[config.mk]
export PLATFORM = sky130hd
export DESIGN_NAME = divisor_enumerator_flat
export DESIGN_NICKNAME = d
export VERILOG_FILES = /design/src/hw/rtl/dvenum_pkg.sv /design/src/hw/rtl/dvenum_ifs.sv /design/src/hw/rtl/dvenum_div.sv /design/src/hw/rtl/divisor_enumerator.sv /design/src/flat_wrapper.sv
export SDC_FILE = /design/constraint.sdc
export NUM_CORES = 1
export LEC_CHECK = 0
export ABC_AREA = 1
export BUFFER_PORTS_ARGS = -buffer_cell sky130_fd_sc_hd__buf_2
export CAP_MARGIN = 20
export CORE_MARGIN = 2
export CORE_UTILIZATION = 30
export CTS_CLUSTER_SIZE = 30
export DETAILED_ROUTE_END_ITERATION = 8
export PLACE_DENSITY_LB_ADDON = 0.12
export SYNTH_ARGS = -nofsm -noshare
export SYNTH_HDL_FRONTEND = slang
export SYNTH_HIERARCHICAL = 1
export SYNTH_SLANG_ARGS = --single-unit
[constraint.sdc]
create_clock -name clk -period 2.7 [get_ports clk]
set_input_delay 0.675 -clock clk [delete_from_list [all_inputs] [get_ports clk]]
set_output_delay 0.675 -clock clk [all_outputs]
set_load 0.005 [all_outputs]
[src/hw/rtl/dvenum_pkg.sv]
package dvenum_pkg;

  // width of the number and divisor fields
  localparam int NUM_W = 13;
  // bits of the number that take part in the search (2..13)
  localparam int NUMBER_WIDTH = 13;
  // most results ever given for one number
  localparam int MAX_RESULTS = 64;
  localparam int CNT_W = $clog2(MAX_RESULTS);
  // one restoring step per bit of the dividend
  localparam int STEP_W = $clog2(NUM_W);

  localparam logic [NUM_W-1:0] NUM_MASK = NUM_W'((1 << NUMBER_WIDTH) - 1);

  typedef struct packed {
    logic             start;
    logic [NUM_W-1:0] dividend;
    logic [NUM_W-1:0] divisor;
  } div_req_t;

  typedef struct packed {
    logic done;
    logic rem_zero;
  } div_sts_t;

endpackage

[src/hw/rtl/dvenum_ifs.sv]
interface dvenum_in_if;
  logic                         valid;
  logic                         ready;
  logic [dvenum_pkg::NUM_W-1:0] number;

  modport source (output valid, output number, input ready);
  modport sink (input valid, input number, output ready);
endinterface

interface dvenum_out_if;
  logic                         valid;
  logic                         ready;
  logic [dvenum_pkg::NUM_W-1:0] divisor;
  logic                         last_divisor;
  logic                         invalid_input;

  modport source (output valid, output divisor, output last_divisor, output invalid_input,
                  input ready);
  modport sink (input valid, input divisor, input last_divisor, input invalid_input,
                output ready);
endinterface

[src/hw/rtl/dvenum_div.sv]
// bit-serial restoring remainder, one dividend bit per cycle
module dvenum_div (
  input  logic                 clk,
  input  logic                 rst_n,
  input  dvenum_pkg::div_req_t req,
  output dvenum_pkg::div_sts_t sts
);

  logic                              busy_r, busy_nxt;
  logic                              done_r, done_nxt;
  logic [dvenum_pkg::STEP_W-1:0]     step_r, step_nxt;
  logic [dvenum_pkg::NUM_W-1:0]      dvd_r, dvd_nxt;
  logic [dvenum_pkg::NUM_W-1:0]      dvs_r, dvs_nxt;
  logic [dvenum_pkg::NUM_W-1:0]      rem_r, rem_nxt;
  logic [dvenum_pkg::NUM_W:0]        rem_sh;
  logic [dvenum_pkg::NUM_W:0]        rem_sub;

  assign rem_sh  = {rem_r, dvd_r[dvenum_pkg::NUM_W-1]};
  assign rem_sub = rem_sh - {1'b0, dvs_r};

  always_comb begin
    busy_nxt = busy_r;
    done_nxt = 1'b0;
    step_nxt = step_r;
    dvd_nxt  = dvd_r;
    dvs_nxt  = dvs_r;
    rem_nxt  = rem_r;
    if (req.start) begin
      busy_nxt = 1'b1;
      step_nxt = '0;
      dvd_nxt  = req.dividend;
      dvs_nxt  = req.divisor;
      rem_nxt  = '0;
    end else if (busy_r) begin
      dvd_nxt = {dvd_r[dvenum_pkg::NUM_W-2:0], 1'b0};
      if (rem_sh >= {1'b0, dvs_r}) begin
        rem_nxt = rem_sub[dvenum_pkg::NUM_W-1:0];
      end else begin
        rem_nxt = rem_sh[dvenum_pkg::NUM_W-1:0];
      end
      step_nxt = step_r + 1'b1;
      if (step_r == dvenum_pkg::STEP_W'(dvenum_pkg::NUM_W - 1)) begin
        busy_nxt = 1'b0;
        done_nxt = 1'b1;
      end
    end
  end

  always_ff @(posedge clk) begin
    if (!rst_n) begin
      busy_r <= 1'b0;
      done_r <= 1'b0;
    end else begin
      busy_r <= busy_nxt;
      done_r <= done_nxt;
    end
    step_r <= step_nxt;
    dvd_r  <= dvd_nxt;
    dvs_r  <= dvs_nxt;
    rem_r  <= rem_nxt;
  end

  assign sts.done     = done_r;
  assign sts.rem_zero = (rem_r == '0);

endmodule

[src/hw/rtl/divisor_enumerator.sv]
// channel   | dir | payload                                   | transfer when
// ----------+-----+-------------------------------------------+----------------------
// in_chan   | in  | number[12:0]                              | valid && ready
// out_chan  | out | divisor[12:0], last_divisor, invalid_input | valid && ready
//
// each candidate passes the test state, one remainder step per dividend bit and a
// result check; up to half the number candidates are tested, so the largest inputs
// search longest; the serial remainder unit sets the time spent on each candidate
// in_chan.ready is high only while idle; the output register holds one result
// and lets the next number start while the final result still waits
// a stalled output holds the search in its emit state until the slot frees up
// rst_n is synchronous, active low; no state is kept between numbers
module divisor_enumerator (
  input  logic                clk,
  input  logic                rst_n,
  dvenum_in_if.sink           in_chan,
  dvenum_out_if.source        out_chan
);

  // one-hot sequencer states
  typedef enum logic [3:0] {
    S_IDLE = 4'b0001,
    S_TEST = 4'b0010,
    S_DIV  = 4'b0100,
    S_EMIT = 4'b1000
  } state_t;

  state_t                           state_r, state_nxt;
  logic [dvenum_pkg::NUM_W-1:0]     num_r, num_nxt;
  logic [dvenum_pkg::NUM_W-1:0]     cand_r, cand_nxt;
  logic [dvenum_pkg::CNT_W-1:0]     cnt_r, cnt_nxt;

  // result waiting to enter the output register
  logic [dvenum_pkg::NUM_W-1:0]     pend_div_r, pend_div_nxt;
  logic                             pend_last_r, pend_last_nxt;
  logic                             pend_inval_r, pend_inval_nxt;

  // output register
  logic                             out_valid_r, out_valid_nxt;
  logic [dvenum_pkg::NUM_W-1:0]     out_div_r, out_div_nxt;
  logic                             out_last_r, out_last_nxt;
  logic                             out_inval_r, out_inval_nxt;

  dvenum_pkg::div_req_t             div_req;
  dvenum_pkg::div_sts_t             div_sts;

  logic [dvenum_pkg::NUM_W-1:0]     in_num;
  logic                             in_xfer;
  logic                             out_free;
  logic                             test_stop;

  assign in_num   = in_chan.number & dvenum_pkg::NUM_MASK;
  assign in_chan.ready = (state_r == S_IDLE);
  assign in_xfer  = in_chan.valid && in_chan.ready;
  assign out_free = !out_valid_r || out_chan.ready;

  // search ends past half the number, or when only the number's own slot is left
  assign test_stop = (cand_r > (num_r >> 1)) ||
                     (cnt_r == dvenum_pkg::CNT_W'(dvenum_pkg::MAX_RESULTS - 1));

  // single remainder unit: number mod candidate
  assign div_req.start    = (state_r == S_TEST) && !test_stop;
  assign div_req.dividend = num_r;
  assign div_req.divisor  = cand_r;

  dvenum_div u_div (
    .clk   (clk),
    .rst_n (rst_n),
    .req   (div_req),
    .sts   (div_sts)
  );

  always_comb begin
    state_nxt      = state_r;
    num_nxt        = num_r;
    cand_nxt       = cand_r;
    cnt_nxt        = cnt_r;
    pend_div_nxt   = pend_div_r;
    pend_last_nxt  = pend_last_r;
    pend_inval_nxt = pend_inval_r;
    out_valid_nxt  = out_valid_r;
    out_div_nxt    = out_div_r;
    out_last_nxt   = out_last_r;
    out_inval_nxt  = out_inval_r;

    if (out_chan.ready) begin
      out_valid_nxt = 1'b0;
    end

    case (state_r)
      S_IDLE: begin
        if (in_xfer) begin
          num_nxt  = in_num;
          cand_nxt = dvenum_pkg::NUM_W'(1);
          cnt_nxt  = '0;
          if (in_num == '0) begin
            // zero input: single flagged result
            pend_div_nxt   = '0;
            pend_last_nxt  = 1'b1;
            pend_inval_nxt = 1'b1;
            state_nxt      = S_EMIT;
          end else begin
            state_nxt = S_TEST;
          end
        end
      end
      S_TEST: begin
        if (test_stop) begin
          // the number itself closes the list
          pend_div_nxt   = num_r;
          pend_last_nxt  = 1'b1;
          pend_inval_nxt = 1'b0;
          state_nxt      = S_EMIT;
        end else begin
          state_nxt = S_DIV;
        end
      end
      S_DIV: begin
        if (div_sts.done) begin
          if (div_sts.rem_zero) begin
            pend_div_nxt   = cand_r;
            pend_last_nxt  = 1'b0;
            pend_inval_nxt = 1'b0;
            state_nxt      = S_EMIT;
          end else begin
            cand_nxt  = cand_r + 1'b1;
            state_nxt = S_TEST;
          end
        end
      end
      S_EMIT: begin
        if (out_free) begin
          out_valid_nxt = 1'b1;
          out_div_nxt   = pend_div_r;
          out_last_nxt  = pend_last_r;
          out_inval_nxt = pend_inval_r;
          if (pend_last_r) begin
            state_nxt = S_IDLE;
          end else begin
            cand_nxt  = cand_r + 1'b1;
            cnt_nxt   = cnt_r + 1'b1;
            state_nxt = S_TEST;
          end
        end
      end
      default: begin
        state_nxt = S_IDLE;
      end
    endcase
  end

  always_ff @(posedge clk) begin
    if (!rst_n) begin
      state_r     <= S_IDLE;
      out_valid_r <= 1'b0;
    end else begin
      state_r     <= state_nxt;
      out_valid_r <= out_valid_nxt;
    end
    num_r        <= num_nxt;
    cand_r       <= cand_nxt;
    cnt_r        <= cnt_nxt;
    pend_div_r   <= pend_div_nxt;
    pend_last_r  <= pend_last_nxt;
    pend_inval_r <= pend_inval_nxt;
    out_div_r    <= out_div_nxt;
    out_last_r   <= out_last_nxt;
    out_inval_r  <= out_inval_nxt;
  end

  assign out_chan.valid         = out_valid_r;
  assign out_chan.divisor       = out_div_r;
  assign out_chan.last_divisor  = out_last_r;
  assign out_chan.invalid_input = out_inval_r;

`ifndef SYNTHESIS
  // remainder unit finishes only while the sequencer waits on it
  a_div_done_in_div: assert property (@(posedge clk) disable iff (!rst_n)
    div_sts.done |-> (state_r == S_DIV))
    else $error("remainder done outside divide state");

  // candidates under test stay nonzero and within half the number
  a_cand_range: assert property (@(posedge clk) disable iff (!rst_n)
    (state_r == S_DIV) |-> ((cand_r != '0) && (cand_r <= (num_r >> 1))))
    else $error("candidate out of range");

  // a flagged result is always the single closing zero
  a_invalid_form: assert property (@(posedge clk) disable iff (!rst_n)
    (out_valid_r && out_inval_r) |-> (out_last_r && (out_div_r == '0)))
    else $error("malformed invalid result");

  // a held result does not change while stalled
  a_out_hold: assert property (@(posedge clk) disable iff (!rst_n)
    (out_valid_r && !out_chan.ready) |=> (out_valid_r && $stable(out_div_r)
                                          && $stable(out_last_r)))
    else $error("stalled result changed");
`endif

endmodule

[src/flat_wrapper.sv]
// flat-port wrapper written by rule: the top's interface ports become plain ports
module divisor_enumerator_flat 
  (clk, rst_n, in_chan_valid, in_chan_number, in_chan_ready, out_chan_valid, out_chan_divisor, out_chan_last_divisor, out_chan_invalid_input, out_chan_ready);
  dvenum_in_if in_chan_i ();
  dvenum_out_if out_chan_i ();
  input  logic clk;
  input  logic rst_n;
  input wire logic [$bits(in_chan_i.valid)-1:0] in_chan_valid;
  input wire logic [$bits(in_chan_i.number)-1:0] in_chan_number;
  output wire logic [$bits(in_chan_i.ready)-1:0] in_chan_ready;
  output wire logic [$bits(out_chan_i.valid)-1:0] out_chan_valid;
  output wire logic [$bits(out_chan_i.divisor)-1:0] out_chan_divisor;
  output wire logic [$bits(out_chan_i.last_divisor)-1:0] out_chan_last_divisor;
  output wire logic [$bits(out_chan_i.invalid_input)-1:0] out_chan_invalid_input;
  input wire logic [$bits(out_chan_i.ready)-1:0] out_chan_ready;
  assign in_chan_i.valid = in_chan_valid;
  assign in_chan_i.number = in_chan_number;
  assign in_chan_ready = in_chan_i.ready;
  assign out_chan_valid = out_chan_i.valid;
  assign out_chan_divisor = out_chan_i.divisor;
  assign out_chan_last_divisor = out_chan_i.last_divisor;
  assign out_chan_invalid_input = out_chan_i.invalid_input;
  assign out_chan_i.ready = out_chan_ready;
  divisor_enumerator u_core (.clk(clk), .rst_n(rst_n), .in_chan(in_chan_i), .out_chan(out_chan_i));
endmodule
Word level (Yosys, flattened, before mapping). Index checks and enable logic that the tools add are counted.

Flip-flop bits (word level): 112. Output and inout bits: 17.

$add $sub $neg: 4. Magnitude comparators: 2. Eq/ne operators: 14. Muxes and demuxes: 42. Bitwise operators: 2. Reductions and logical operators: 19.

Operators with widths (count): $mux 13 (13); $pmux 13 s3 (2); $logic_not 13->1 (2); $mux 4 (6); $mux 6 (3); $pmux 4 s4 (1); $ge 14x13->1 (1); $add 13x1->13 const B (1); $gt 13x12->1 (1); $mux 1 (13); $sub 13x13->13 (1); $pmux 6 s2 (1); $reduce_and 6->1 (2); $ne 2x2->1 const B (5); $eq 4x4->1 const B (2); $add 6x1->6 const B (1); $eq 6x6->1 const B (1); $ne 2x1->1 const B (3); $pmux 1 s3 (2); $reduce_bool 3->1 (2); $add 4x1->4 const B (1); $eq 4x1->1 const B (1); $eq 4x2->1 const B (1); $eq 4x3->1 const B (1); 10 further kinds (16).

Logic depth before layout (Yosys ltp). Gate-level depths: netlist (run 1).

Word-level depth: 5. Gate-level depth with buffers: 16. Mapped depth without buffers: 14.

Modules after synthesis. The synthesis (run 1) kept the hierarchy.

Modules (own cells, without submodules): divisor_enumerator (instances 1, cells an instance 287, area each 3069.2 µm²); dvenum_div (instances 1, cells an instance 370, area each 2766.4 µm²).

Worst setup path before layout (run 1). No wires, ideal clock.

Path type: register to register. From: register u_core/cand_r[6] in the netlist's numbering. To: register u_core/u_div/dvd_r[0] in the netlist's numbering, enable pin. Library setup time: 0.352 ns. Arrival: 2.215 ns. Setup slack: 0.134 ns. Cell stages (with the launch flop): 14. Period minus slack after synthesis: 2.566 ns. Path through: edfxtp_1 ha_1 nand2_1 nand2_1 nand2_1 nand2_1 a21oi_1 nand2_1 nand2_1 nand3_1 inv_1 clkbuf_1 nor2_1 inv_1.

RTL lines: start: declaration (RTL line divisor_enumerator.sv:30) `logic [dvenum_pkg::NUM_W-1:0] cand_r, cand_nxt;`; start signal: assignment (RTL line divisor_enumerator.sv:161) `cand_r <= cand_nxt;`; end signal: assignment (RTL line dvenum_div.sv:58) `dvd_r <= dvd_nxt;`; end: declaration (RTL line dvenum_div.sv:12) `logic [dvenum_pkg::NUM_W-1:0] dvd_r, dvd_nxt;`.

==> metrics.yaml, run 1 <==
worst_setup_path:
  crit_path_start: "u_core/cand_r[1]"
  worst_path_most_repeated_cell: "nand2_1"
  crit_type: "flop to flop"
  path_cells: "ha_1 -> nand2_1 -> nor2_1 -> nand2_1 -> nand3_1 -> nand2_1 -> nand2_1 -> nand2_1 -> nand3_1 -> inv_1 -> inv_1 -> o21ai_0 -> a21oi_1"
  cp-start-kind: "flop"
  timing.critical_path.buf_inv: 2
  cp.required_ps: 2990
  worstPathArrival_ps: 2680
  cp_top_family: "simple AND/OR/NAND/NOR gates"
  cpPeakStageDelay_ps: 490
  critPathSlowestCell: "edfxtp_1"
  worst-path-max-fanout: 16
  timing.rr.start: "u_core/cand_r[1]"
  reg2regPathDepth: 13
  cp.depth: 13
  endpoint_kind: "flop"
timing:
  fin_setup_tns_ps: 0
  rsz0062_at_grt: "no"
  fin_skew_ps: 7.84
  worst_pin_slew_ps: 636
  hold_viol: 0
  fin_hold_ws_ps: 424
  max-slew-margin-rel_pct: 57.6
  finalCritPeriodShare_pct: 88.4
  setup_violations: 0
  fmax_mhz: 419
  finalMaxSlewViolations: 0
  setup_ws_ps: 313
  final.min_clock_period_ps: 2390
clock_tree:
  htree_levels: 3
  clock_latency_ps: 360
  cts_tree: "done"
  cts.sinks: 112
  cts_hold_buffers: 0
  ctsRootBufferMaster: "clkbuf_16"
  cts_buffers: 9
  cts_resized: 0
  clk_pin_slew_worst_paths_ps: 70
  cts_setup_buffers: 0
  clockBufferDepth: 2
floorplanning:
  pin_count: 34
  design.die.area_sq_um: 20600
  start_util_pct: 30.3
  fp.dieH_um: 143
  coreArea_sq_um: 19300
  die_w_um: 143
  rows: 51
grt:
  grt_pass1_vias: 4297
  antenna_found_initial: 0
  gr-total-overflow: 0
  grt_max_degree: 19
  grt_pass1_wl_mm: 23.0
  grt.total_usage_pct: 14.6
route:
  avgRoutedWirePerCell_um: 14.8
  routed_wl_mm: 14.4
  vias: 4450
  antenna_left: 0
  vias_per_cell: 4.57
  drt_first_iter_violations: 336
  dr.pass1.iters: 5
  drc: 0
placement:
  portBuffers: 33
  dp.cells: 957
  dp_slack_ps: 296
  dp_hpwl_mm: 11.1
  place.gp.congestion: 0.864
synth:
  synth_flop_cell: "edfxtp_1"
  syn-num-nets: 704
  synth_edf_count: 88
  yosysWarnings: 6
  yosysMostFrequentCell: "nand2_1"
  async_flop_share_pct: 0
  yosysTopAreaCellShare_pct: 45.3
  synth_cell_type_count: 37
  ys_top_cells_by_area: "edfxtp_1, nand2_1, dfxtp_1"
  avgSynthCellArea_sq_um: 8.88
  syn-instance-count: 657
  yosysTopAreaCell: "edfxtp_1"
  syn_area_sq_um: 5840
  synth_commonest_cells: "nand2_1, inv_1, edfxtp_1"
  ys_ff_latch: 112
  synth_seq_area_share_pct: 53.5
outcome:
  status: "finished clean"
finish:
  syn_to_final_growth_pct: 14.9
  nets: 750
  final_util_pct: 34.8
  stdcell_count: 973
  nFillCells: 2023
  drive_gt1_share_pct: 12.7
  insertedDiodeCount: 0
hold_path:
  whs_path_depth: 0
  hold_class: "flop to flop"
  hp-start: "u_core/pend_div_r[11]"
power_and_ir_drop:
  leakage_nw: 3.05
  peakVddDrop_v: 0.000354
  cellPowerDensity_nw_per_um2: 873
job:
  maxCapViolations: 0
-- per-layer routing --
| layer | track usage [%] | part of all wire [%] | up-vias |
|---|---|---|---|
| met1 | 21.2 | 51 | 2090 |
| met5 | 0 | 0 | - |
| met4 | 4.08 | 1.7 | 0 |
| met3 | 2.90 | 3.4 | 18 |
| li1 | - | - | 2240 |
| met2 | 22.0 | 44 | 102 |
-- sequential cells by signal, indices dropped and copies added, names as in the netlist, 6 cells and up --
register and count:
u_core/num_r 13, u_core/cand_r 13, u_core/pend_div_r 13, u_core/u_div/dvd_r 13, u_core/cnt_r 6, u_core/u_div/rem_r 13
u_core/u_div/dvs_r 13, u_core/out_chan.divisor 13
-- layout by cell type, fill, tap and decap left out, types with 2 or more instances in the layout --
| master | count |
|---|---|
| nand2_1 | 177 |
| inv_1 | 119 |
| edfxtp_1 | 88 |
| nor2_1 | 43 |
| nand3_1 | 43 |
| buf_2 | 33 |
| ha_1 | 29 |
| dfxtp_1 | 24 |
| nand4_1 | 22 |
| a21oi_1 | 18 |
| buf_4 | 13 |
| o21ai_0 | 12 |
| o22ai_1 | 11 |
| clkbuf_16 | 9 |
| nor3_1 | 9 |
| inv_2 | 6 |
| nand2_2 | 6 |
| xor2_1 | 5 |
| nor2_2 | 4 |
| xnor2_1 | 4 |
| nand3_2 | 4 |
| clkinv_4 | 3 |
| nor4_1 | 3 |
| or2_1 | 2 |
| a21oi_2 | 2 |
| o31ai_1 | 2 |
| buf_12 | 2 |
| nand3_4 | 2 |
-- layout make-up --
cell class                      instances  area [sq um]  share of cell area, %
Sequential cell                       112          3120                   46.6
Tap cell                              265           332                   4.95
Clock inverter                          7          72.6                   1.08
Multi-Input combinational cell        407          2180                   32.5
Inverter                              125           469                   7.00
Timing Repair Buffer                   48           303                   4.52
Clock buffer                            9           225                   3.36
-- path summary, 6_finish.rpt --
check	to	slack, ps
min reg2reg	u_core/out_chan.divisor[11]	420
max	u_core/u_div/step_r[2]	310
min	u_core/out_chan.divisor[11]	420
max reg2reg	u_core/u_div/step_r[2]	310
-- power breakdown --
group          leakage, nW  total [mW]  switching, mW  internal (mW)
Combinational         1.90        1.73           1.15          0.583
Clock                0.143        1.34          0.622          0.720
Sequential            1.01        2.77          0.280           2.49
Total                 3.05        5.85           2.05           3.80
-- logic make-up after synthesis --
| family | Yosys count | share of synthesized area, % |
|---|---|---|
| xor+xnor | 9 | 1.35 |
| compound gates | 49 | 4.89 |
| fa+ha+maj | 30 | 6.56 |
| buf+inv | 138 | 9.22 |
| flops | 112 | 53.5 |
| simple gates | 319 | 24.5 |
-- stage by stage --
step / power (mW) / area [sq um]
global route: 6.24 / 6700
detailed placement: 4.56 / 6400
global placement: 4.55 / 6400
finish: 5.85 / 6700
CTS: 5.92 / 6700
floorplan: 3.85 / 5840
(Power assumes the default switching activity.)
==> run 2, diff against run 1 <==
--- a/config.mk
+++ b/config.mk
@@ -12,6 +12,7 @@
 export CORE_UTILIZATION = 30
 export CTS_CLUSTER_SIZE = 30
 export DETAILED_ROUTE_END_ITERATION = 8
+export MAX_ROUTING_LAYER = met4
 export PLACE_DENSITY_LB_ADDON = 0.12
 export SYNTH_ARGS = -nofsm -noshare
 export SYNTH_HDL_FRONTEND = slang
==> metrics.yaml, run 2 (synthesis results as in run 1) <==
outcome:
  status: "finished clean"
worst_setup_path:
  timing.critical_path.buf_inv: 2
  cpPeakStageDelay_ps: 470
  cp_top_family: "simple AND/OR/NAND/NOR gates"
  worst_path_most_repeated_cell: "nand2_1"
  critPathSlowestCell: "edfxtp_1"
  path_cells: "ha_1 -> nand2_1 -> nor2_1 -> nand2_1 -> nand3_1 -> nand2_1 -> nand2_1 -> nand2_1 -> nand3_1 -> inv_1 -> inv_1 -> o21ai_0 -> a21oi_1"
  cp.required_ps: 2980
  cp-start-kind: "flop"
  crit_type: "flop to flop"
  worst-path-max-fanout: 16
  worstPathArrival_ps: 2670
  endpoint_kind: "flop"
placement:
  dp_hpwl_mm: 11.2
  place.gp.congestion: 0.879
  portBuffers: 33
  dp_slack_ps: 302
route:
  dr.pass1.iters: 4
  vias_per_cell: 4.52
  avgRoutedWirePerCell_um: 14.8
  vias: 4401
  routed_wl_mm: 14.4
  antenna_left: 0
  drc: 0
  drt_first_iter_violations: 270
timing:
  fin_hold_ws_ps: 419
  hold_viol: 0
  setup_ws_ps: 316
  fin_skew_ps: 10.8
  fmax_mhz: 419
  max-slew-margin-rel_pct: 60.2
  rsz0062_at_grt: "yes"
  fin_setup_tns_ps: 0
  final.min_clock_period_ps: 2380
  worst_pin_slew_ps: 597
  finalMaxSlewViolations: 0
  finalCritPeriodShare_pct: 88.3
  setup_violations: 0
finish:
  final_common_cell: "nand2_1"
  seqCellArea_sq_um: 3120
  final_util_pct: 34.8
  nets: 750
  final_cell_mix: "nand2_1, inv_1, edfxtp_1, nor2_1, nand3_1"
  insertedDiodeCount: 0
  syn_to_final_growth_pct: 14.8
  multi_input_area_sq_um: 2180
  drive_gt1_share_pct: 12.9
  nFillCells: 2060
clock_tree:
  clockBufferDepth: 2
  clk_pin_slew_worst_paths_ps: 70
  cts.sinks: 112
  cts_setup_buffers: 0
  clock_latency_ps: 360
  cts_tree: "done"
  cts_buffers: 9
  cts_resized: 0
  htree_levels: 3
  cts_hold_buffers: 0
  ctsRootBufferMaster: "clkbuf_16"
floorplanning:
  rows: 51
  fp.dieH_um: 143
  coreArea_sq_um: 19300
  design.die.area_sq_um: 20600
  start_util_pct: 30.3
  pin_count: 34
  die_w_um: 143
power_and_ir_drop:
  leakage_nw: 3.06
  cellPowerDensity_nw_per_um2: 876
  peakVddDrop_v: 0.000420
grt:
  gr-total-overflow: 0
  grt_pass1_vias: 4286
  grt.total_usage_pct: 15.1
  grt_max_degree: 21
  grt_pass1_wl_mm: 22.8
  antenna_found_initial: 0
job:
  maxCapViolations: 0
hold_path:
  hold_class: "flop to flop"
==> run 2: path summary, 6_finish.rpt <==
| path | endpoint | from | slack, ps | cells past startpoint |
|---|---|---|---|---|
| worst max-delay path | u_core/u_div/step_r[2] | u_core/cand_r[4] | 320 | 13 |
| worst min-delay path | u_core/out_chan.divisor[12] | u_core/pend_div_r[12] | 420 | 0 |
| worst max register to register | u_core/u_div/step_r[2] | u_core/cand_r[4] | 320 | 13 |
| worst min register to register | u_core/out_chan.divisor[12] | u_core/pend_div_r[12] | 420 | 0 |
==> run 2: layout make-up <==
type	instances	area share [%]
clock inverters	7	1.25
inverters	125	7.00
repair buffers	48	4.33
multi-input cells	407	32.5
well taps	265	4.95
flip-flops and latches	112	46.6
clock buffers	9	3.36
==> run 2: stage by stage <==
| step | total power [mW] | instance area (sq um) | instances |
|---|---|---|---|
| after global routing | 6.27 | 6700 | 973 |
| after global placement | 4.50 | 6390 | 957 |
| after detailed placement | 4.53 | 6390 | 957 |
| after CTS | 5.94 | 6700 | 973 |
| after floorplan | 3.85 | 5840 | 657 |
| final | 5.87 | 6700 | 973 |
==> run 2: metal layers <==
| layer | wire length, um | vias to the layer above | global-route usage [%] |
|---|---|---|---|
| met5 | 0 | - | - |
| met4 | 214 | 0 | 4.39 |
| met3 | 616 | 12 | 3.13 |
| met2 | 6460 | 69 | 22.5 |
| met1 | 7140 | 2084 | 20.8 |
| li1 | - | 2236 | - |
==> run 2: worst register-to-register path, stage by stage, from the launching register on <==
cell and delay [ps]:
edfxtp_1 470, ha_1 340, nand2_1 70, nor2_1 150, nand2_1 70, nand3_1 70
nand2_1 50, nand2_1 60, nand2_1 80, nand3_1 120, inv_1 140, inv_1 390
o21ai_0 170, a21oi_1 150
==> run 2: power breakdown <==
| part | internal, mW | switching [mW] |
|---|---|---|
| logic | 0.557 | 1.14 |
| clock network | 0.739 | 0.649 |
| registers | 2.49 | 0.285 |
